`src/hw/rtl/mec_pkg.sv`:
```
// mec_pkg: widths, reset values, register indexes and the command and status
// structs shared by the escape-count controller, datapath and register file.
// No dependencies.
`default_nettype none

package mec_pkg;

   // field widths
   localparam int COUNT_BITS     = 16;
   localparam int PIXEL_BITS     = 12;
   localparam int DIM_BITS       = 13;
   localparam int COORD_BITS     = 64;
   localparam int STEP_BITS      = 63;
   localparam int CSR_INDEX_BITS = 3;
   localparam int CSR_DATA_BITS  = 64;

   // fixed point: Q8.56 coordinates, Q16.112 exact products
   localparam int FRAC_BITS  = 56;
   localparam int WIDE_BITS  = 2 * COORD_BITS;
   localparam int HALF_BITS  = COORD_BITS / 2;
   localparam int ESC_BIT    = 2 * FRAC_BITS + 2;

   // partial product alignment
   localparam int SHIFT_BITS = 7;
   localparam logic [SHIFT_BITS-1:0] SH_0  = SHIFT_BITS'(0);
   localparam logic [SHIFT_BITS-1:0] SH_1  = SHIFT_BITS'(1);
   localparam logic [SHIFT_BITS-1:0] SH_32 = SHIFT_BITS'(HALF_BITS);
   localparam logic [SHIFT_BITS-1:0] SH_33 = SHIFT_BITS'(HALF_BITS + 1);
   localparam logic [SHIFT_BITS-1:0] SH_64 = SHIFT_BITS'(2 * HALF_BITS);
   localparam logic [SHIFT_BITS-1:0] SH_65 = SHIFT_BITS'(2 * HALF_BITS + 1);

   // sequencer step counter
   localparam int STEP_CNT_BITS = 4;

   // largest view dimension honored
   localparam logic [DIM_BITS-1:0] MAX_DIM = DIM_BITS'(4096);

   // register reset values
   localparam logic [COORD_BITS-1:0] CENTER_RESET = '0;
   localparam logic [STEP_BITS-1:0]  STEP_RESET   = STEP_BITS'(64'd72057594037927);
   localparam logic [DIM_BITS-1:0]   DIM_RESET    = DIM_BITS'(1024);
   localparam logic [COUNT_BITS-1:0] ITER_RESET   = COUNT_BITS'(256);

   // register indexes
   typedef enum logic [CSR_INDEX_BITS-1:0] {
      REG_CENTER_REAL  = 3'd0,
      REG_CENTER_IMAG  = 3'd1,
      REG_PIXEL_STEP   = 3'd2,
      REG_VIEW_COLS    = 3'd3,
      REG_VIEW_ROWS    = 3'd4,
      REG_MAX_ITER     = 3'd5
   } csr_reg_type;

   // multiplier operand sources, 32-bit slices
   typedef enum logic [3:0] {
      OPND_PX,
      OPND_PY,
      OPND_HW,
      OPND_HH,
      OPND_STEP_LO,
      OPND_STEP_HI,
      OPND_ZR_LO,
      OPND_ZR_HI,
      OPND_ZI_LO,
      OPND_ZI_HI
   } opnd_sel_type;

   // where a finished accumulation is copied
   typedef enum logic [1:0] {
      DEST_NONE,
      DEST_R2,
      DEST_I2
   } acc_dest_type;

   // add, subtract, or follow the sign of zr*zi
   typedef enum logic [1:0] {
      ACC_ADD,
      ACC_SUB,
      ACC_SIGN
   } acc_mode_type;

   typedef struct packed {
      logic [COORD_BITS-1:0] center_real;
      logic [COORD_BITS-1:0] center_imag;
      logic [STEP_BITS-1:0]  pixel_step;
      logic [DIM_BITS-1:0]   view_cols;
      logic [DIM_BITS-1:0]   view_rows;
      logic [COUNT_BITS-1:0] max_iterations;
   } cfg_type;

   typedef struct packed {
      logic                  load_pixel;
      logic                  mul_en;
      opnd_sel_type          a_sel;
      opnd_sel_type          b_sel;
      logic [SHIFT_BITS-1:0] shift;
      acc_mode_type          mode;
      logic                  first;
      acc_dest_type          dest;
      logic                  load_cx;
      logic                  load_cy;
      logic                  mag;
      logic                  test;
      logic                  update;
   } cmd_type;

   typedef struct packed {
      logic esc;
   } status_type;

endpackage

`default_nettype wire

```
`src/hw/rtl/mec_regs.sv`:
```
// mec_regs: configuration registers written through the csr port.
// Depends on mec_pkg.
`default_nettype none

module mec_regs import mec_pkg::*; (
   input  logic                      clock,
   input  logic                      reset,
   input  logic                      csr_we,
   input  logic [CSR_INDEX_BITS-1:0] csr_index,
   input  logic [CSR_DATA_BITS-1:0]  csr_wdata,
   output cfg_type                   cfg
);

   cfg_type cfg_ff;
   cfg_type cfg_in;

   // decode the write, unknown indexes are dropped
   always_comb begin
      cfg_in = cfg_ff;
      if (csr_we) begin
         case (csr_index)
            REG_CENTER_REAL:  cfg_in.center_real    = csr_wdata[COORD_BITS-1:0];
            REG_CENTER_IMAG:  cfg_in.center_imag    = csr_wdata[COORD_BITS-1:0];
            REG_PIXEL_STEP:   cfg_in.pixel_step     = csr_wdata[STEP_BITS-1:0];
            REG_VIEW_COLS:    cfg_in.view_cols      = csr_wdata[DIM_BITS-1:0];
            REG_VIEW_ROWS:    cfg_in.view_rows      = csr_wdata[DIM_BITS-1:0];
            REG_MAX_ITER:     cfg_in.max_iterations = csr_wdata[COUNT_BITS-1:0];
            default:          cfg_in = cfg_ff;
         endcase
      end
   end

   always_ff @(posedge clock) begin
      if (reset) begin
         cfg_ff.center_real    <= CENTER_RESET;
         cfg_ff.center_imag    <= CENTER_RESET;
         cfg_ff.pixel_step     <= STEP_RESET;
         cfg_ff.view_cols      <= DIM_RESET;
         cfg_ff.view_rows      <= DIM_RESET;
         cfg_ff.max_iterations <= ITER_RESET;
      end else begin
         cfg_ff <= cfg_in;
      end
   end

   assign cfg = cfg_ff;

endmodule

`default_nettype wire

```
`config.mk`:
```
export PLATFORM = sky130hd
export DESIGN_NAME = mec_regs
export DESIGN_NICKNAME = d
export VERILOG_FILES = /design/src/hw/rtl/mec_pkg.sv /design/src/hw/rtl/mec_regs.sv
export SDC_FILE = /design/constraint.sdc
export NUM_CORES = 1
export LEC_CHECK = 0
export BUFFER_PORTS_ARGS = -buffer_cell sky130_fd_sc_hd__buf_2
export CAP_MARGIN = 20
export CORE_MARGIN = 2
export CORE_UTILIZATION = 56
export CTS_BUF_LIST = sky130_fd_sc_hd__clkbuf_4 sky130_fd_sc_hd__clkbuf_8
export DETAILED_ROUTE_END_ITERATION = 12
export HOLD_SLACK_MARGIN = 0.06
export PLACE_DENSITY = 0.87
export SLEW_MARGIN = 10
export SYNTH_ARGS = -nofsm -noshare
export SYNTH_HDL_FRONTEND = slang
export SYNTH_SLANG_ARGS = --single-unit
```
`constraint.sdc`:
```
create_clock -name clock -period 1.95 [get_ports clock]
set_input_delay 0.195 -clock clock [delete_from_list [all_inputs] [get_ports clock]]
set_output_delay 0.195 -clock clock [all_outputs]
set_load 0.02 [all_outputs]
```
=== After elaboration in Yosys (flattened, before gate mapping) ===
Cells that the tools add are included.
Widths: inputs -> output; s select.

* Equal/unequal tests: 5
* Reduce and logical (&&, ||, !) cells: 7

{| class="wikitable"
|+ Operator list
! operator !! number
|-
| $reduce_and 2->1 || 6
|-
| $eq 3x2->1 const B || 2
|-
| $eq 3x3->1 const B || 2
|-
| $eq 3x1->1 const B || 1
|-
| $logic_not 3->1 || 1
|}

* Flip-flop bits (word level): 233
* Input bits: 70
* Output and inout bits: 233
* Logic and storage cells: 18

=== Logic depth before layout (Yosys ltp) ===
Gate-level depths: netlist (run 1).

* Depth after elaboration: 2
* Mapped depth: 6
* Depth with buffers taken out: 2

=== Least setup slack after synthesis (run 1) ===
Ideal clock, no wire load.

* Kind: in2reg
* Start: in csr_index[0]
* End: reg cfg_ff (netlist bit cfg[222])
* Setup time: 120 ps
* Arrival: 1215 ps
* Required time: 1830 ps
* Path slack: 616 ps
* Stages: 5
* Path buffers: 3
* Cells stage by stage: buf_2 > or4b_1 > buf_2 > buf_6 > mux2i_1

* Word-level cells in the longest chain between the ends: 2

{| class="wikitable"
|+ RTL lines
! item !! line !! RTL
|-
| start: declaration || mec_regs.sv:9 || <nowiki>input logic [CSR_INDEX_BITS-1:0] csr_index,</nowiki>
|-
| $logic_not 3->1 || mec_regs.sv:21 || <nowiki>case (csr_index)</nowiki>
|-
| $reduce_and 2->1 (no source line) || - ||
|-
| end signal: assignment || mec_regs.sv:42 || <nowiki>cfg_ff <= cfg_in;</nowiki>
|-
| end: declaration || mec_regs.sv:14 || <nowiki>cfg_type cfg_ff;</nowiki>
|}

Every way passes these cells.
A chain may end at the register's enable or synchronous reset.

=== Worst setup path after layout (run 1) ===
* Start: reg cfg_ff (netlist bit cfg[50])
* End: out cfg[50] (netlist name)

{| class="wikitable"
|+ RTL lines
! item !! line !! RTL
|-
| end: declaration || mec_regs.sv:11 || <nowiki>output cfg_type cfg</nowiki>
|}

No word-level cell between the ends.

==> impl_metrics.json, run 1 <==
{
  "status": "finished, final reports clean",
  "hold_class": "input port to register",
  "cts_buffers": 38,
  "drive_above_1_share": 0.315,
  "grt_pass1_wl_um": 38700,
  "dp_slack_ns": 0.344,
  "final-max-slew-violation-count": 0,
  "slew-limit-headroom": 0.534,
  "power_density_nw_per_um2": 839,
  "yosys_warnings": 0,
  "hp-start": "csr_wdata[31]",
  "r2r_end": "cfg[220]",
  "core_sq_um": 16400,
  "grt_max_degree": 64,
  "critPathLaunchType": "register",
  "place.port_buffers": 302,
  "cp_data_required_time_ns": 1.75,
  "seqCellArea_sq_um": 4660,
  "utilization": 0.764,
  "syn2layout_area_growth_pct": 35.0,
  "wl_per_cell_um": 16.9,
  "dpl.hpwl_um": 15700,
  "ios": 303,
  "syn-num-nets": 932,
  "rsz0062_at_grt": "no",
  "clk_pin_slew_ns": 0.06,
  "critPathTopFamily": "flip-flops",
  "min_path_cells": 3,
  "clockBufferDepth": 3,
  "initial_core_util": 0.566,
  "die_h_um": 133,
  "crit_chain": "buf_2",
  "arrival_ns": 1.11,
  "routed_wl_um": 24800,
  "drv_cap": 0,
  "synth.avg_cell_area_sq_um": 10.8,
  "first_pass_iters": 4,
  "die_area_sq_um": 17600,
  "nNetsFinal": 1292,
  "layout_setup_ws_ns": 0.649,
  "cp_slowest_stage_delay_ns": 0.38,
  "irDropWorstVdd_v": 0.000613,
  "largest_register_ffs": 233,
  "crit_slowest_cell": "dfxtp_1",
  "htreeDepth": 2,
  "finalCritPeriodShare": 0.667,
  "syn_area_sq_um": 9290,
  "hold-worst-slack_ns": 0.0748,
  "num_rows": 47,
  "synth_seq_cells": 233,
  "fillers": 1048,
  "critPathKind": "register to output port",
  "first_global_vias": 7545,
  "hold_buffers": 63,
  "leakage_nw": 6.31,
  "path_max_fanout": 2,
  "min_to": "cfg[200]",
  "finClkSkew_ns": 0,
  "initialDrtViolationCount": 361,
  "crit_buf_inv": 1,
  "yosysTopAreaCellShare": 0.502,
  "setup_viol_count_final": 0,
  "end_kind": "output port",
  "tns_ns": 0,
  "min_period_ns": 1.30,
  "antenna_found_initial": 0,
  "clock_tree.root_cell": "clkbuf_8",
  "cts_tree": "built",
  "overflow": 0,
  "multiInputGateArea_sq_um": 4360,
  "vias_per_cell": 5.08,
  "track_usage": 0.273,
  "cts_num_sinks": 233,
  "synth_area_leader_cell": "dfxtp_1",
  "reg2reg_depth": 2,
  "post-route-drc-count": 0,
  "synth_area_leaders": "dfxtp_1 (50%), mux2i_1 (25%), nand2b_1 (18%)",
  "worstMarginPinSlew_ns": 0.699,
  "post_cts_buffers": 0,
  "cts_resized": 0,
  "r2r_start": "cfg[220]",
  "ff2ff_setup_slack_ns": 1.24,
  "synthCells": 862,
  "place.gp.congestion": 0.810,
  "p_total_w": 0.0105,
  "hold_violations": 0,
  "clock_latency_ns": 0.51,
  "via_count": 7456,
  "diodes": 0,
  "die_x_um": 133,
  "clock.fmax_mhz": 768,
  "synthDistinctLibCells": 14,
  "antenna_left": 0,
  "synth_seq_area_share": 0.502
}
## cells in the mapped netlist, drive strengths merged
library cell    n
mux2i         233
nand4bb         3
and4bb          1
nand2b        271
dfxtp         233
or4b            1
nor4bb          1
buf            30
nor2           50
nor4b           1
clkbuf         36
nand4b          2
## worst max-delay path by stage
| stage | to | slack (ns) | cells after the start | start |
|---|---|---|---|---|
| final | cfg[50] | 0.65 | 1 | cfg[50] |
| after global placement | cfg[221] | 0.37 | 3 | csr_index[1] |
| after floorplan | cfg[222] | 0.62 | 5 | csr_index[0] |
| after detailed placement | cfg[228] | 0.34 | 3 | csr_index[1] |
| after global routing | cfg[50] | 0.61 | 1 | cfg[50] |
| after CTS | cfg[50] | 0.62 | 1 | cfg[50] |
## power breakdown
| part | switching, W | internal [W] |
|---|---|---|
| Sequential | 0.0000568 | 0.00487 |
| Clock | 0.00193 | 0.00270 |
| Combinational | 0.000512 | 0.000445 |
## logic make-up (layout without fill, tap and decap cells)
logic type             count (synthesis)  count (layout)  synth area share
and+or+nand+nor                      330             330             0.213
DFF                                  233             233             0.502
muxes                                233             233             0.251
buffers and inverters                 66             452            0.0339
## layout by cell type (no fill, tap or decap), types with 7 or more instances in the layout
cell type | netlist | routed
buf_12 | 0 | 7
dfxtp_1 | 233 | 233
buf_2 | 21 | 301
nand2b_1 | 271 | 271
nor2_1 | 50 | 50
clkinv_2 | 0 | 7
buf_4 | 7 | 14
dlygate4sd3_1 | 0 | 63
mux2i_1 | 233 | 233
clkbuf_8 | 0 | 47
## layer usage
metal,wire length [um],track usage,vias up,share of wire
li1,-,-,3566,-
met1,10100,0.316,3509,0.41
met2,11900,0.459,301,0.48
met3,1720,0.0820,80,0.069
met4,1130,0.136,0,0.045
met5,0,0,-,0
## through the flow
stage,instances,area (sq um)
3_3_place_gp,1339,11100
3_5_place_dp,1339,11100
5_1_grt,1468,12500
2_1_floorplan,862,9290
6_report,1468,12500
4_1_cts,1468,12500
## cell type report
cell class / count / share of cell area
Sequential cell: 233 / 0.372
Timing Repair Buffer: 386 / 0.191
Multi-Input combinational cell: 563 / 0.348
Tap cell: 220 / 0.0220
Clock buffer: 53 / 0.0552
Clock inverter: 13 / 0.0119
Power figures use the tool's default switching activity.
==> inputs of run 2 (changes only) <==
Settings changed: ABC_AREA from default to 1, CORE_UTILIZATION 56 to 47, PLACE_DENSITY 0.87 to 0.78.
Clock period 1.95 ns to 1.07 ns, I/O delays scaled along.
==> run 2 against run 1 <==
Net effect: the flow now finishes with violations (negative setup slack); total power increased by 98%; utilization up 1.8 points; clock power grew 79%; register-to-register slack lost 0.98 ns; clock-buffer cell count grew 8; setup slack got worse by 0.71 ns; clock skew unchanged; synthesized area down 1.9%; routed wire length is 47% higher; cell area up 18%.
==> impl_metrics.json, run 2 <==
{
  "min_to": "cfg[181]",
  "initial_core_util": 0.482,
  "power_density_nw_per_um2": 1410,
  "pwr-share-comb": 0.155,
  "yosys_warnings": 0,
  "cp_data_required_time_ns": 0.96,
  "wl_per_cell_um": 18.2,
  "violations": "negative setup slack",
  "grt_use_met2": 0.571,
  "synth.avg_cell_area_sq_um": 6.92,
  "die_h_um": 143,
  "path_max_fanout": 2,
  "arrival_ns": 1.02,
  "drive_above_1_share": 0.398,
  "synth_seq_area_share": 0.512,
  "yosysTopAreaCellShare": 0.512,
  "met3_usage": 0.0922,
  "synth_seq_cells": 233,
  "synth_edf_count": 0,
  "ff2ff_setup_slack_ns": 0.26,
  "min_period_ns": 1.13,
  "crit_buf_inv": 1,
  "fillers": 1152,
  "final_common_cell": "nor2_1",
  "antenna_left": 0,
  "p_seq_frac": 0.447,
  "crit_slowest_cell": "dfxtp_4",
  "netlist_top_cells_count": "nor2_1 (418), nand2_1 (262), dfxtp_1 (233), nand3_1 (233), inv_1 (66)",
  "synthDistinctLibCells": 15,
  "hp-start": "csr_wdata[12]",
  "place.port_buffers": 302,
  "finClkSkew_ns": 0,
  "syn2layout_area_growth_pct": 62.1,
  "drv_cap": 0,
  "die_area_sq_um": 20500,
  "p_sw_w": 0.00564,
  "rsz0062_at_grt": "yes",
  "vias_per_cell": 5.37,
  "mostFrequentLayoutCells": "nor2_1 (416), nand2_1 (262), buf_6 (234), nand3_1 (233), dfxtp_2 (230)",
  "core_sq_um": 18900,
  "cts_buffers": 39,
  "initialDrtViolationCount": 953,
  "critPathLaunch": "cfg[151]",
  "fin_area_sq_um": 14800,
  "use_met1": 0.367,
  "first_global_vias": 10357,
  "place.gp.congestion": 0.853,
  "swShare": 0.272,
  "async_reset_ff_frac": 0,
  "ios": 303,
  "routed_wl_um": 36400,
  "critPathTopFamily": "flip-flops",
  "utilization": 0.782,
  "p_int_w": 0.0151,
  "hold-worst-slack_ns": 0.0800,
  "via_count": 10754,
  "critPathLaunchType": "register",
  "grt_max_degree": 60,
  "power_frac_clock": 0.398,
  "first_pass_iters": 8,
  "cts_tree": "built",
  "worstMarginPinSlew_ns": 0.890,
  "slew-limit-headroom": 0.404,
  "r2r_start": "cfg[40]",
  "final-max-slew-violation-count": 0,
  "clockBufferDepth": 3,
  "dpl.hpwl_um": 19200,
  "clock.fmax_mhz": 888,
  "dpl_cell_area_sq_um": 11200,
  "synth_area_leader_cell": "dfxtp_1",
  "status": "complete, but fails checks",
  "min_path_cells": 5,
  "synth.most_common_cell": "nor2_1",
  "reg2reg_depth": 3,
  "setup_viol_count_final": 221,
  "critPathKind": "register to output port",
  "leakage_nw": 6.91,
  "syn-num-nets": 1387,
  "synthCells": 1317,
  "cts_num_sinks": 233,
  "num_rows": 50,
  "track_usage": 0.328,
  "syn_area_sq_um": 9110,
  "end_kind": "output port",
  "layout_setup_ws_ns": -0.0567,
  "synthFlopType": "dfxtp_1",
  "largest_register_ffs": 233,
  "clock_latency_ns": 0.52,
  "antenna_found_initial": 1,
  "nNetsFinal": 1785,
  "p_total_w": 0.0208,
  "clock_tree.root_cell": "clkbuf_8",
  "clk_pin_slew_ns": 0.06,
  "post-route-drc-count": 0,
  "htreeDepth": 2,
  "r2r_end": "cfg[40]",
  "seqCellArea_sq_um": 4960,
  "cp_slowest_stage_delay_ns": 0.37,
  "grt_pass1_wl_um": 53300,
  "die_x_um": 143,
  "crit_chain": "buf_6",
  "overflow": 0,
  "multiInputGateArea_sq_um": 3820,
  "hold_class": "input port to register",
  "finalCritPeriodShare": 1.05,
  "hold_violations": 0,
  "synth_area_leaders": "dfxtp_1 (51%), nor2_1 (17%), nand3_1 (13%)",
  "grt-busiest-layer": "met2",
  "irDropWorstVdd_v": 0.000965
}
run 2: through the flow:
stage / cells / worst slack, ns / setup TNS, ns
after CTS: 1972 / -0.0614 / -7.49
after global placement: 1831 / -0.143 / -20.78
after floorplan: 1317 / 0.113 / 0
after global routing: 2000 / -0.101 / -11.26
final: 2001 / -0.0567 / -4.21
after detailed placement: 1831 / -0.202 / -24.71
run 2: logic make-up (layout without fill, tap and decap cells):
group	count (synthesis)	count (layout)	share of synthesized area
AO/OA/AOI/OAI	3	3	0.00165
AND/OR/NAND/NOR	920	920	0.414
buffers and inverters	161	583	0.0728
flip-flops	233	233	0.512
other	0	2	0
run 2: repair_timing:
action	in CTS	in global routing
hold buffers	66	0
endpoints found under the hold margin	220	0
setup buffers	10	25
resized for setup	699	9
setup endpoints to repair	233	271
cloned	0	2
run 2: worst max path at each step:
stage,to,depth (start not counted)
after CTS,cfg[17],1
final,cfg[151],1
after global routing,cfg[145],1
after global placement,cfg[34],6
after floorplan,cfg[47],4
after detailed placement,cfg[40],5
run 2: area by class of cell:
cell class | count | area share
multi-input combinational | 923 | 0.258
clock inverter | 4 | 0.00305
tap | 260 | 0.0220
timing repair buffer | 447 | 0.310
inverter | 71 | 0.0189
antenna | 2 | 0.000339
sequential | 233 | 0.336
clock buffer | 61 | 0.0509
run 2: power groups by stage:
stage	sequential (W)	clock [W]	combinational, W
2_1_floorplan	0.00969	0	0.00108
3_3_place_gp	0.00932	0	0.00239
3_5_place_dp	0.00933	0	0.00242
4_1_cts	0.00927	0.00826	0.00298
5_1_grt	0.00931	0.00869	0.00342
6_report	0.00929	0.00827	0.00321
run 2: layer usage:
layer  share of wire  vias to the layer above
met5               0                        -
met2            0.48                      793
met3            0.11                      174
met4           0.055                        0
li1                -                     4867
met1            0.35                     4920
