**src/hw/rtl/mec_pkg.sv**
```systemverilog
// mec_pkg: widths, reset values, register indexes and the command and status
// structs shared by the escape-count controller, datapath and register file.
// No dependencies.
`default_nettype none

package mec_pkg;

   // field widths
   localparam int COUNT_BITS     = 16;
   localparam int PIXEL_BITS     = 12;
   localparam int DIM_BITS       = 13;
   localparam int COORD_BITS     = 64;
   localparam int STEP_BITS      = 63;
   localparam int CSR_INDEX_BITS = 3;
   localparam int CSR_DATA_BITS  = 64;

   // fixed point: Q8.56 coordinates, Q16.112 exact products
   localparam int FRAC_BITS  = 56;
   localparam int WIDE_BITS  = 2 * COORD_BITS;
   localparam int HALF_BITS  = COORD_BITS / 2;
   localparam int ESC_BIT    = 2 * FRAC_BITS + 2;

   // partial product alignment
   localparam int SHIFT_BITS = 7;
   localparam logic [SHIFT_BITS-1:0] SH_0  = SHIFT_BITS'(0);
   localparam logic [SHIFT_BITS-1:0] SH_1  = SHIFT_BITS'(1);
   localparam logic [SHIFT_BITS-1:0] SH_32 = SHIFT_BITS'(HALF_BITS);
   localparam logic [SHIFT_BITS-1:0] SH_33 = SHIFT_BITS'(HALF_BITS + 1);
   localparam logic [SHIFT_BITS-1:0] SH_64 = SHIFT_BITS'(2 * HALF_BITS);
   localparam logic [SHIFT_BITS-1:0] SH_65 = SHIFT_BITS'(2 * HALF_BITS + 1);

   // sequencer step counter
   localparam int STEP_CNT_BITS = 4;

   // largest view dimension honored
   localparam logic [DIM_BITS-1:0] MAX_DIM = DIM_BITS'(4096);

   // register reset values
   localparam logic [COORD_BITS-1:0] CENTER_RESET = '0;
   localparam logic [STEP_BITS-1:0]  STEP_RESET   = STEP_BITS'(64'd72057594037927);
   localparam logic [DIM_BITS-1:0]   DIM_RESET    = DIM_BITS'(1024);
   localparam logic [COUNT_BITS-1:0] ITER_RESET   = COUNT_BITS'(256);

   // register indexes
   typedef enum logic [CSR_INDEX_BITS-1:0] {
      REG_CENTER_REAL  = 3'd0,
      REG_CENTER_IMAG  = 3'd1,
      REG_PIXEL_STEP   = 3'd2,
      REG_VIEW_COLS    = 3'd3,
      REG_VIEW_ROWS    = 3'd4,
      REG_MAX_ITER     = 3'd5
   } csr_reg_type;

   // multiplier operand sources, 32-bit slices
   typedef enum logic [3:0] {
      OPND_PX,
      OPND_PY,
      OPND_HW,
      OPND_HH,
      OPND_STEP_LO,
      OPND_STEP_HI,
      OPND_ZR_LO,
      OPND_ZR_HI,
      OPND_ZI_LO,
      OPND_ZI_HI
   } opnd_sel_type;

   // where a finished accumulation is copied
   typedef enum logic [1:0] {
      DEST_NONE,
      DEST_R2,
      DEST_I2
   } acc_dest_type;

   // add, subtract, or follow the sign of zr*zi
   typedef enum logic [1:0] {
      ACC_ADD,
      ACC_SUB,
      ACC_SIGN
   } acc_mode_type;

   typedef struct packed {
      logic [COORD_BITS-1:0] center_real;
      logic [COORD_BITS-1:0] center_imag;
      logic [STEP_BITS-1:0]  pixel_step;
      logic [DIM_BITS-1:0]   view_cols;
      logic [DIM_BITS-1:0]   view_rows;
      logic [COUNT_BITS-1:0] max_iterations;
   } cfg_type;

   typedef struct packed {
      logic                  load_pixel;
      logic                  mul_en;
      opnd_sel_type          a_sel;
      opnd_sel_type          b_sel;
      logic [SHIFT_BITS-1:0] shift;
      acc_mode_type          mode;
      logic                  first;
      acc_dest_type          dest;
      logic                  load_cx;
      logic                  load_cy;
      logic                  mag;
      logic                  test;
      logic                  update;
   } cmd_type;

   typedef struct packed {
      logic esc;
   } status_type;

endpackage

`default_nettype wire

```
**src/hw/rtl/mec_ctrl.sv**
```systemverilog
// mec_ctrl: sequencer for coordinate setup and escape rounds, iteration count
// and the registered count output. Depends on mec_pkg.
`default_nettype none

module mec_ctrl import mec_pkg::*; (
   input  logic                  clock,
   input  logic                  reset,
   input  logic [COUNT_BITS-1:0] max_iterations,
   input  logic                  req_valid,
   output logic                  req_ready,
   output logic                  rsp_valid,
   input  logic                  rsp_ready,
   output logic [COUNT_BITS-1:0] rsp_count,
   input  status_type            status,
   output cmd_type               cmd
);

   typedef enum logic [3:0] {
      S_IDLE,
      S_CX,
      S_CX_WAIT,
      S_CX_LOAD,
      S_CY,
      S_CY_WAIT,
      S_CY_LOAD,
      S_MAG,
      S_SQ,
      S_WAIT,
      S_DECIDE,
      S_FINISH
   } state_type;

   localparam logic [STEP_CNT_BITS-1:0] COORD_LAST = STEP_CNT_BITS'(3);
   localparam logic [STEP_CNT_BITS-1:0] SQ_LAST    = STEP_CNT_BITS'(9);

   state_type                state_ff, state_in;
   logic [STEP_CNT_BITS-1:0] step_ff, step_in;
   logic [COUNT_BITS-1:0]    cnt_ff, cnt_in, cnt_next;
   logic                     rsp_valid_ff, rsp_valid_in;
   logic [COUNT_BITS-1:0]    rsp_count_ff, rsp_count_in;
   logic                     is_y;

   assign cnt_next = cnt_ff + COUNT_BITS'(1);
   assign is_y     = (state_ff == S_CY);

   // command decode
   always_comb begin
      cmd = '0;
      case (state_ff)
         S_IDLE: begin
            cmd.load_pixel = req_valid;
         end
         // index*step - half_dim*step, 32-bit slices of the step
         S_CX, S_CY: begin
            cmd.mul_en = 1'b1;
            case (step_ff)
               STEP_CNT_BITS'(0): begin
                  cmd.a_sel = is_y ? OPND_PY : OPND_PX;
                  cmd.b_sel = OPND_STEP_LO;
                  cmd.shift = SH_0;
                  cmd.first = 1'b1;
               end
               STEP_CNT_BITS'(1): begin
                  cmd.a_sel = is_y ? OPND_PY : OPND_PX;
                  cmd.b_sel = OPND_STEP_HI;
                  cmd.shift = SH_32;
               end
               STEP_CNT_BITS'(2): begin
                  cmd.a_sel = is_y ? OPND_HH : OPND_HW;
                  cmd.b_sel = OPND_STEP_LO;
                  cmd.shift = SH_0;
                  cmd.mode  = ACC_SUB;
               end
               default: begin
                  cmd.a_sel = is_y ? OPND_HH : OPND_HW;
                  cmd.b_sel = OPND_STEP_HI;
                  cmd.shift = SH_32;
                  cmd.mode  = ACC_SUB;
               end
            endcase
         end
         S_CX_LOAD: cmd.load_cx = 1'b1;
         S_CY_LOAD: cmd.load_cy = 1'b1;
         S_MAG:     cmd.mag     = 1'b1;
         // zr^2, zi^2, then signed 2*zr*zi
         S_SQ: begin
            cmd.mul_en = 1'b1;
            case (step_ff)
               STEP_CNT_BITS'(0): begin
                  cmd.a_sel = OPND_ZR_LO; cmd.b_sel = OPND_ZR_LO;
                  cmd.shift = SH_0;       cmd.first = 1'b1;
               end
               STEP_CNT_BITS'(1): begin
                  cmd.a_sel = OPND_ZR_LO; cmd.b_sel = OPND_ZR_HI;
                  cmd.shift = SH_33;
               end
               STEP_CNT_BITS'(2): begin
                  cmd.a_sel = OPND_ZR_HI; cmd.b_sel = OPND_ZR_HI;
                  cmd.shift = SH_64;      cmd.dest  = DEST_R2;
               end
               STEP_CNT_BITS'(3): begin
                  cmd.a_sel = OPND_ZI_LO; cmd.b_sel = OPND_ZI_LO;
                  cmd.shift = SH_0;       cmd.first = 1'b1;
               end
               STEP_CNT_BITS'(4): begin
                  cmd.a_sel = OPND_ZI_LO; cmd.b_sel = OPND_ZI_HI;
                  cmd.shift = SH_33;
               end
               STEP_CNT_BITS'(5): begin
                  cmd.a_sel = OPND_ZI_HI; cmd.b_sel = OPND_ZI_HI;
                  cmd.shift = SH_64;      cmd.dest  = DEST_I2;
               end
               STEP_CNT_BITS'(6): begin
                  cmd.a_sel = OPND_ZR_LO; cmd.b_sel = OPND_ZI_LO;
                  cmd.shift = SH_1;       cmd.first = 1'b1;
                  cmd.mode  = ACC_SIGN;
               end
               STEP_CNT_BITS'(7): begin
                  cmd.a_sel = OPND_ZR_LO; cmd.b_sel = OPND_ZI_HI;
                  cmd.shift = SH_33;      cmd.mode  = ACC_SIGN;
               end
               STEP_CNT_BITS'(8): begin
                  cmd.a_sel = OPND_ZR_HI; cmd.b_sel = OPND_ZI_LO;
                  cmd.shift = SH_33;      cmd.mode  = ACC_SIGN;
               end
               default: begin
                  cmd.a_sel = OPND_ZR_HI; cmd.b_sel = OPND_ZI_HI;
                  cmd.shift = SH_65;      cmd.mode  = ACC_SIGN;
               end
            endcase
         end
         S_WAIT:   cmd.test   = 1'b1;
         S_DECIDE: cmd.update = !status.esc;
         default:  cmd = '0;
      endcase
   end

   // next state, counters and output register
   always_comb begin
      state_in     = state_ff;
      step_in      = step_ff;
      cnt_in       = cnt_ff;
      rsp_valid_in = rsp_valid_ff;
      rsp_count_in = rsp_count_ff;
      if (rsp_valid_ff && rsp_ready) begin
         rsp_valid_in = 1'b0;
      end
      case (state_ff)
         S_IDLE: begin
            if (req_valid) begin
               cnt_in   = '0;
               step_in  = '0;
               state_in = S_CX;
            end
         end
         S_CX: begin
            step_in = step_ff + STEP_CNT_BITS'(1);
            if (step_ff == COORD_LAST) begin
               step_in  = '0;
               state_in = S_CX_WAIT;
            end
         end
         S_CX_WAIT: state_in = S_CX_LOAD;
         S_CX_LOAD: state_in = S_CY;
         S_CY: begin
            step_in = step_ff + STEP_CNT_BITS'(1);
            if (step_ff == COORD_LAST) begin
               step_in  = '0;
               state_in = S_CY_WAIT;
            end
         end
         S_CY_WAIT: state_in = S_CY_LOAD;
         S_CY_LOAD: begin
            // a zero limit runs no round
            state_in = (max_iterations == '0) ? S_FINISH : S_MAG;
         end
         S_MAG: begin
            step_in  = '0;
            state_in = S_SQ;
         end
         S_SQ: begin
            step_in = step_ff + STEP_CNT_BITS'(1);
            if (step_ff == SQ_LAST) begin
               step_in  = '0;
               state_in = S_WAIT;
            end
         end
         S_WAIT: state_in = S_DECIDE;
         S_DECIDE: begin
            if (status.esc) begin
               state_in = S_FINISH;
            end else begin
               cnt_in   = cnt_next;
               state_in = (cnt_next == max_iterations) ? S_FINISH : S_MAG;
            end
         end
         S_FINISH: begin
            if (!rsp_valid_ff || rsp_ready) begin
               rsp_valid_in = 1'b1;
               rsp_count_in = cnt_ff;
               state_in     = S_IDLE;
            end
         end
         default: state_in = S_IDLE;
      endcase
   end

   always_ff @(posedge clock) begin
      if (reset) begin
         state_ff     <= S_IDLE;
         step_ff      <= '0;
         cnt_ff       <= '0;
         rsp_valid_ff <= 1'b0;
      end else begin
         state_ff     <= state_in;
         step_ff      <= step_in;
         cnt_ff       <= cnt_in;
         rsp_valid_ff <= rsp_valid_in;
      end
      rsp_count_ff <= rsp_count_in;
   end

   assign req_ready = (state_ff == S_IDLE);
   assign rsp_valid = rsp_valid_ff;
   assign rsp_count = rsp_count_ff;

endmodule

`default_nettype wire

```
**config.mk**
```make
export PLATFORM = sky130hd
export DESIGN_NAME = mec_ctrl
export DESIGN_NICKNAME = d
export VERILOG_FILES = /design/src/hw/rtl/mec_pkg.sv /design/src/hw/rtl/mec_ctrl.sv
export SDC_FILE = /design/constraint.sdc
export NUM_CORES = 1
export LEC_CHECK = 0
export BUFFER_PORTS_ARGS = -buffer_cell sky130_fd_sc_hd__buf_2
export CORE_MARGIN = 2
export CORE_UTILIZATION = 54
export DETAILED_ROUTE_END_ITERATION = 8
export PLACE_DENSITY = 0.85
export SLEW_MARGIN = 20
export SYNTH_ARGS = -nofsm -noshare
export SYNTH_HDL_FRONTEND = slang
export SYNTH_SLANG_ARGS = --single-unit
```
**constraint.sdc**
```tcl
create_clock -name clock -period 3.27 [get_ports clock]
set_input_delay 0.654 -clock clock [delete_from_list [all_inputs] [get_ports clock]]
set_output_delay 0.654 -clock clock [all_outputs]
set_load 0.03 [all_outputs]
```
* Word-level counts from Yosys, hierarchy flattened
Cells that the tools add are included.
Storage, ports and cells: bits in registers 41, output and inout port bits 45
Cells by class: $add $sub $neg 2, equal/unequal tests 27, muxes and demuxes 36, reduce and logical (&&, ||, !) cells 17
Operators by type and width (number):
- 15-bit one-hot mux with 9 select lines | 1
- 4-bit one-hot mux with 12 select lines | 1
- 4-bit 2-to-1 mux | 11
- 13-bit one-hot mux with 3 select lines | 1
- 19-bit one-hot mux with 2 select lines | 1
- 4-bit by 3-bit == test with 1-bit output (second input constant) | 8
- 16-bit 2-to-1 mux | 2
- 16-bit one-hot mux with 2 select lines | 1
- 4-bit == test (second input constant) | 6
- 16-bit by 1-bit adder with 16-bit output (second input constant) | 1
- 16-bit == test | 1
- 4-bit by 2-bit == test with 1-bit output (second input constant) | 4
- 16-bit zero test | 1
- 4-bit one-hot mux with 4 select lines | 1
- 1-bit 2-to-1 mux | 14
- 2-bit inequality test (second input constant) | 5
- 4-bit by 1-bit == test with 1-bit output (second input constant) | 2
- 4-bit zero test | 2
- 6-bit OR reduction | 1
- 5-bit AND reduction | 1
- 4-bit by 1-bit adder with 4-bit output (second input constant) | 1
- 2-bit 2-to-1 mux | 2
- 2-bit one-hot mux with 2 select lines | 1
- 2-bit AND reduction | 2
- other kinds (9) | 11

* Longest topological paths before layout
Gate-level depths: netlist of the first run.
depth after elaboration 5, gate-level depth with buffers 9, gate-level depth less buffers 8

* Worst setup path after synthesis of the first run
OpenSTA, ideal clock, no wires.
path type reg2out, start reg state_ff[1], end out cmd[24] (netlist name), arrival 2656 ps, data required time 2616 ps, setup slack -40 ps, stages on the path, launching flop included 4, path through dfxtp_1 > clkbuf_1 > or4b_1 > a2111oi_0
RTL lines:
- start, declared | line mec_ctrl.sv:36 | state_type state_ff, state_in;
- start signal, assigned | line mec_ctrl.sv:215 | state_ff <= state_in;
- end, declared | line mec_ctrl.sv:15 | output cmd_type cmd

==> results.toml, run 1 <==
[run_status]
status = "completed"

[pwr]
p_per_area_mw_per_mm2 = 484
p_leak_nw = 1.23
ir_drop_mv = 0.383

[cells_and_area]
flow.area_growth_from_synthesis_pct = 12.7
layout_common_cells = "buf_2, nor2_1, a21oi_1"
final_area_sq_mm = 0.00319
fin_util_pct = 62.9
n_antenna_cell = 0
mostFrequentLayoutCell = "buf_2"
fin_nets = 425
fillers = 459
drive_gt1_share_pct = 19.8

[clock_tree]
cts_buffers = 5
cts-root-buf = "clkbuf_8"
cts_resized = 0
post_cts_buffers = 0
insertion_delay_ns = 0.30
cts_tree = "built"
numClockSinks = 41
htreeDepth = 2
clockBufferDepth = 2
ctsHoldBuffers = 0
cts.clk_slew.worst_paths_ns = 0.08

[timing]
tightest_slew_ns = 1.02
tns_ns = 0
skew_ns = 0.00820
fmax_mhz = 337
period_needed_ns = 2.97
hold_viol = 0
rsz0062_at_grt = "false"
slew_headroom_pct = 32.0
fin_crit_sh_pct = 90.7
setup_violations = 0
drv_slew = 0
setup_ws_ns = 0.303

[worst_setup_path]
cp.depth = 3
critical_path.cell_chain = "or4b_1 > a2111oi_1 > buf_2"
cp_num_buf_inv = 1
worstSetupPathType = "flop to output port"
end_kind = "output port"
cpLargestDelayFamily = "simple AND/OR/NAND/NOR gates"
slowest_delay_ns = 0.73
required_ns = 2.62
crit_fanout = 16
slowest_stage = "or4b_1"
worstPathArrival_ns = 2.31
start_kind = "flop"
rr_worst_depth = 7

[placement]
gp_congestion = 0.938
place_ws_ns = 0.642
hpwl_um = 5050
placed_cell_area_sq_mm = 0.00311
io_buffers = 61

[worst_hold_path]
min-delay-path-class = "flop to flop"
timing.hold.worst_path_depth = 0

[yosys]
ys_seq_area_share_pct = 34.6
synth_area_sq_mm = 0.00283
synth_edf_count = 16
yosys_most_used_dff = "dfxtp_1"
avgSynthCellArea_sq_um = 7.91
synthArstFlopShare_pct = 0
ys_ff_latch = 41
ys_warn_count = 0
synthDistinctLibCells = 59
synth_cells = 358

[detailed_routing]
drt_iter0_markers = 279
drt_wl_total_um = 7030
dr.pass1.iters = 5
ant_nets = 0
route.vias.total = 2809
post_drt_wl_per_cell_um = 15.0
drc = 0
vias_per_cell = 5.98

[floorplan]
io-pin-count = 66
row_count = 26
fp.dieH_um = 76.4
die_x_um = 76.4
die_area_sq_mm = 0.00584
core_sq_mm = 0.00507
start_util_pct = 55.8

[grt]
grt_max_degree = 27
track_usage_pct = 23.7
grt_pass1_wl_um = 11400
grt_remaining_overflow = 0
grt_antenna_before_repair = 0
grt_pass1_vias = 2401

[run]
drv_cap = 0
state kept, by name, summed over array words and instances (netlist names):
register	cells
step_ff	4
rsp_valid	1
state_ff	4
cnt_ff	16
rsp_count	16
layout make-up:
| type | count | area (sq um) | area share [%] |
|---|---|---|---|
| repair buffers | 63 | 320 | 10.0 |
| well taps | 70 | 87.6 | 2.74 |
| multi-input cells | 278 | 1680 | 52.8 |
| clock inverters | 1 | 5.00 | 0.157 |
| clock buffers | 7 | 76.3 | 2.39 |
| inverters | 10 | 37.5 | 1.18 |
| flip-flops and latches | 41 | 981 | 30.7 |
kinds of logic (layout without fill, tap and decap cells):
logic type	count (synthesis)	after routing	share of synthesized area, %
and+or+nand+nor	147	147	27.6
AOI/OAI and AO/OA	97	97	21.3
buffers and inverters	42	81	6.32
DFF	41	41	34.6
xor gates and xnor gates	23	23	7.11
adders and majority gates	5	5	2.21
muxes	2	2	0.707
other	1	4	0.132
per-stage QoR:
step	hold WS, ns	total power [W]	instances
2_1_floorplan	0.403	0.00109	361
3_3_place_gp	0.482	0.00122	462
3_5_place_dp	0.506	0.00123	462
4_1_cts	0.518	0.00155	470
5_1_grt	0.534	0.00165	470
6_report	0.522	0.00155	470
Yosys cell counts, types with 3 or more instances:
cell | instances | area share [%]
nand2b_1 | 5 | 1.1
nor2_1 | 41 | 5.4
or4_1 | 4 | 1.1
dfxtp_1 | 25 | 18
a211oi_1 | 6 | 1.6
nand4_1 | 4 | 0.88
nor4_1 | 10 | 2.2
o31ai_1 | 3 | 0.80
o21ai_0 | 26 | 4.6
xnor2_1 | 18 | 5.6
nor3_1 | 15 | 2.7
edfxtp_1 | 16 | 17
nand3_1 | 11 | 1.9
and2_1 | 3 | 0.66
xor2_1 | 5 | 1.5
inv_1 | 10 | 1.3
nor2b_1 | 7 | 1.5
o22ai_1 | 3 | 0.66
or2_2 | 4 | 0.88
ha_1 | 5 | 2.2
or3_1 | 6 | 1.3
a21oi_1 | 31 | 5.5
a31oi_1 | 5 | 1.1
clkbuf_1 | 22 | 2.9
buf_2 | 5 | 0.88
nand2_1 | 23 | 3.0
buf_4 | 4 | 1.1
and3_1 | 4 | 0.88
where the power goes:
group | switching, W | total [W] | internal (W)
Combinational | 0.000409 | 0.000626 | 0.000216
Sequential | 0.0000593 | 0.000604 | 0.000545
Clock | 0.000167 | 0.000316 | 0.000150
layer usage:
layer  share of wire (%)  track usage [%]
met1                  42             31.6
met2                  48             37.5
met3                 8.0             5.45
met4                 1.8             8.73
met5                   0                0
worst register-to-register path, stage by stage, from the launching register on:
cell and delay, ns:
dfxtp_1 0.47, ha_1 0.35, nand3_1 0.22, or2_4 0.32, nor4_4 0.30, o22ai_1 0.13
or4_4 0.56, a221oi_2 0.26
final timing paths:
| check | from | endpoint | slack (ns) |
|---|---|---|---|
| worst max-delay path | state_ff[3] | cmd[24] | 0.30 |
| worst min-delay path | cnt_ff[14] | rsp_count[14] | 0.52 |
| worst max register to register | cnt_ff[0] | state_ff[3] | 0.58 |
| worst min register to register | cnt_ff[14] | rsp_count[14] | 0.52 |
Note: power is estimated with default switching activity, not from simulation.
==> run 2, diff against run 1 <==
- CELL_PAD_IN_SITES_DETAIL_PLACEMENT: unset -> 1
- CELL_PAD_IN_SITES_GLOBAL_PLACEMENT: unset -> 1
- CORE_MARGIN: 2 -> unset
- CORE_UTILIZATION: 54 -> 39
==> results.toml, run 2 (same netlist as run 1, synthesis figures left out) <==
[worst_setup_path]
crit_top_cell = "nand2_1"
r2r_start = "cnt_ff[0]"
worstPathArrival_ns = 2.42
required_ns = 2.62
critical_path.cell_chain = "inv_1 > ha_1 > nor3_1 > or2_2 > nand2_1 > nand2_1 > o21ai_0 > a211oi_1 > buf_2"
r2r-end = "state_ff[3]"
cp_num_buf_inv = 2
end_kind = "output port"
rr_worst_depth = 7
crit_fanout = 10
worstSetupPathType = "flop to output port"
slowest_delay_ns = 0.43
slowest_stage = "dfxtp_1"
start_kind = "flop"
r2r_slack_ns = 0.48
cpLargestDelayFamily = "simple AND/OR/NAND/NOR gates"

[grt]
grt_remaining_overflow = 0
grt_max_degree = 27
track_usage_pct = 23.5
grt_pass1_wl_um = 13900
grt_pass1_vias = 2786
grt_antenna_before_repair = 0

[cells_and_area]
flow.area_growth_from_synthesis_pct = 15.5
n_antenna_cell = 0
layout_common_cells = "buf_2, nor2_1, a21oi_1"
seqCellArea_sq_um = 981
drive_gt1_share_pct = 20.6
fin_nets = 427
multi_input_area_sq_mm = 0.00168
fillers = 903
mostFrequentLayoutCell = "buf_2"

[timing]
skew_ns = 0.00986
hold_viol = 0
timing.hold.ws_ns = 0.527
period_needed_ns = 3.07
tns_ns = 0
fin_crit_sh_pct = 93.9
setup_violations = 0
drv_slew = 0
tightest_slew_ns = 0.767
fmax_mhz = 326
setup_ws_ns = 0.199
rsz0062_at_grt = "false"
slew_headroom_pct = 48.8

[detailed_routing]
vias_per_cell = 5.80
post_drt_wl_per_cell_um = 17.6
drt_wl_total_um = 8740
drt_iter0_markers = 172
drc = 0
ant_nets = 0
route.vias.total = 2890
dr.pass1.iters = 4

[floorplan]
start_util_pct = 41.0
io-pin-count = 66
fp.dieH_um = 87.2
row_count = 30
die_x_um = 87.2
die_area_sq_mm = 0.00760
core_sq_mm = 0.00691

[placement]
hpwl_um = 6280
gp_congestion = 0.954
place_ws_ns = 0.547
io_buffers = 61

[run_status]
status = "completed"

[clock_tree]
cts_buffers = 5
ctsHoldBuffers = 0
cts-root-buf = "clkbuf_8"
cts_resized = 0
htreeDepth = 2
insertion_delay_ns = 0.31
post_cts_buffers = 0
clockBufferDepth = 2
cts_tree = "built"
cts.clk_slew.worst_paths_ns = 0.08
numClockSinks = 41

[worst_hold_path]
min-delay-path-class = "flop to flop"
hp-start = "cnt_ff[15]"
min_to = "rsp_count[15]"
timing.hold.worst_path_depth = 0

[pwr]
ir_drop_mv = 0.175
p_per_area_mw_per_mm2 = 516
total_power_w = 0.00169
p_leak_nw = 1.26

[run]
drv_cap = 0
[run 2: cell type report]
cell class                      count  share of cell area (%)
Timing Repair Buffer               65                    10.3
Tap cell                           96                    3.67
Inverter                           10                    1.15
Sequential cell                    41                    30.0
Clock buffer                        5                    2.10
Multi-Input combinational cell    278                    51.5
Clock inverter                      3                    1.34
[run 2: how the worst max path moves through the flow]
stage | startpoint | end | cells after the start
2_1_floorplan | state_ff[2] | cmd[7] | 6
3_3_place_gp | state_ff[3] | cmd[24] | 3
3_5_place_dp | step_ff[0] | cmd[21] | 9
4_1_cts | step_ff[0] | cmd[21] | 9
5_1_grt | step_ff[0] | cmd[21] | 9
6_report | step_ff[0] | cmd[21] | 9
[run 2: power by group]
part           internal (W)  switching, W  total [W]
clock              0.000229      0.000197   0.000425
combinational      0.000222      0.000434   0.000656
sequential         0.000545     0.0000599   0.000605
total              0.000996      0.000691    0.00169
[run 2: routing by layer]
metal,GRT usage (%),up-vias,share of wire [%]
li1,-,1383,-
met1,31.8,1391,45
met2,38.2,99,48
met3,3.32,17,5.7
met4,8.49,0,2.1
met5,0,-,0
[run 2: stage by stage]
stage / area (sq um) / util, % / cells
finish: 3270 / 47.4 / 498
global route: 3270 / 47.4 / 498
detailed placement: 3160 / 45.7 / 490
CTS: 3270 / 47.4 / 498
global placement: 3160 / 45.7 / 490
floorplan: 2840 / - / 361
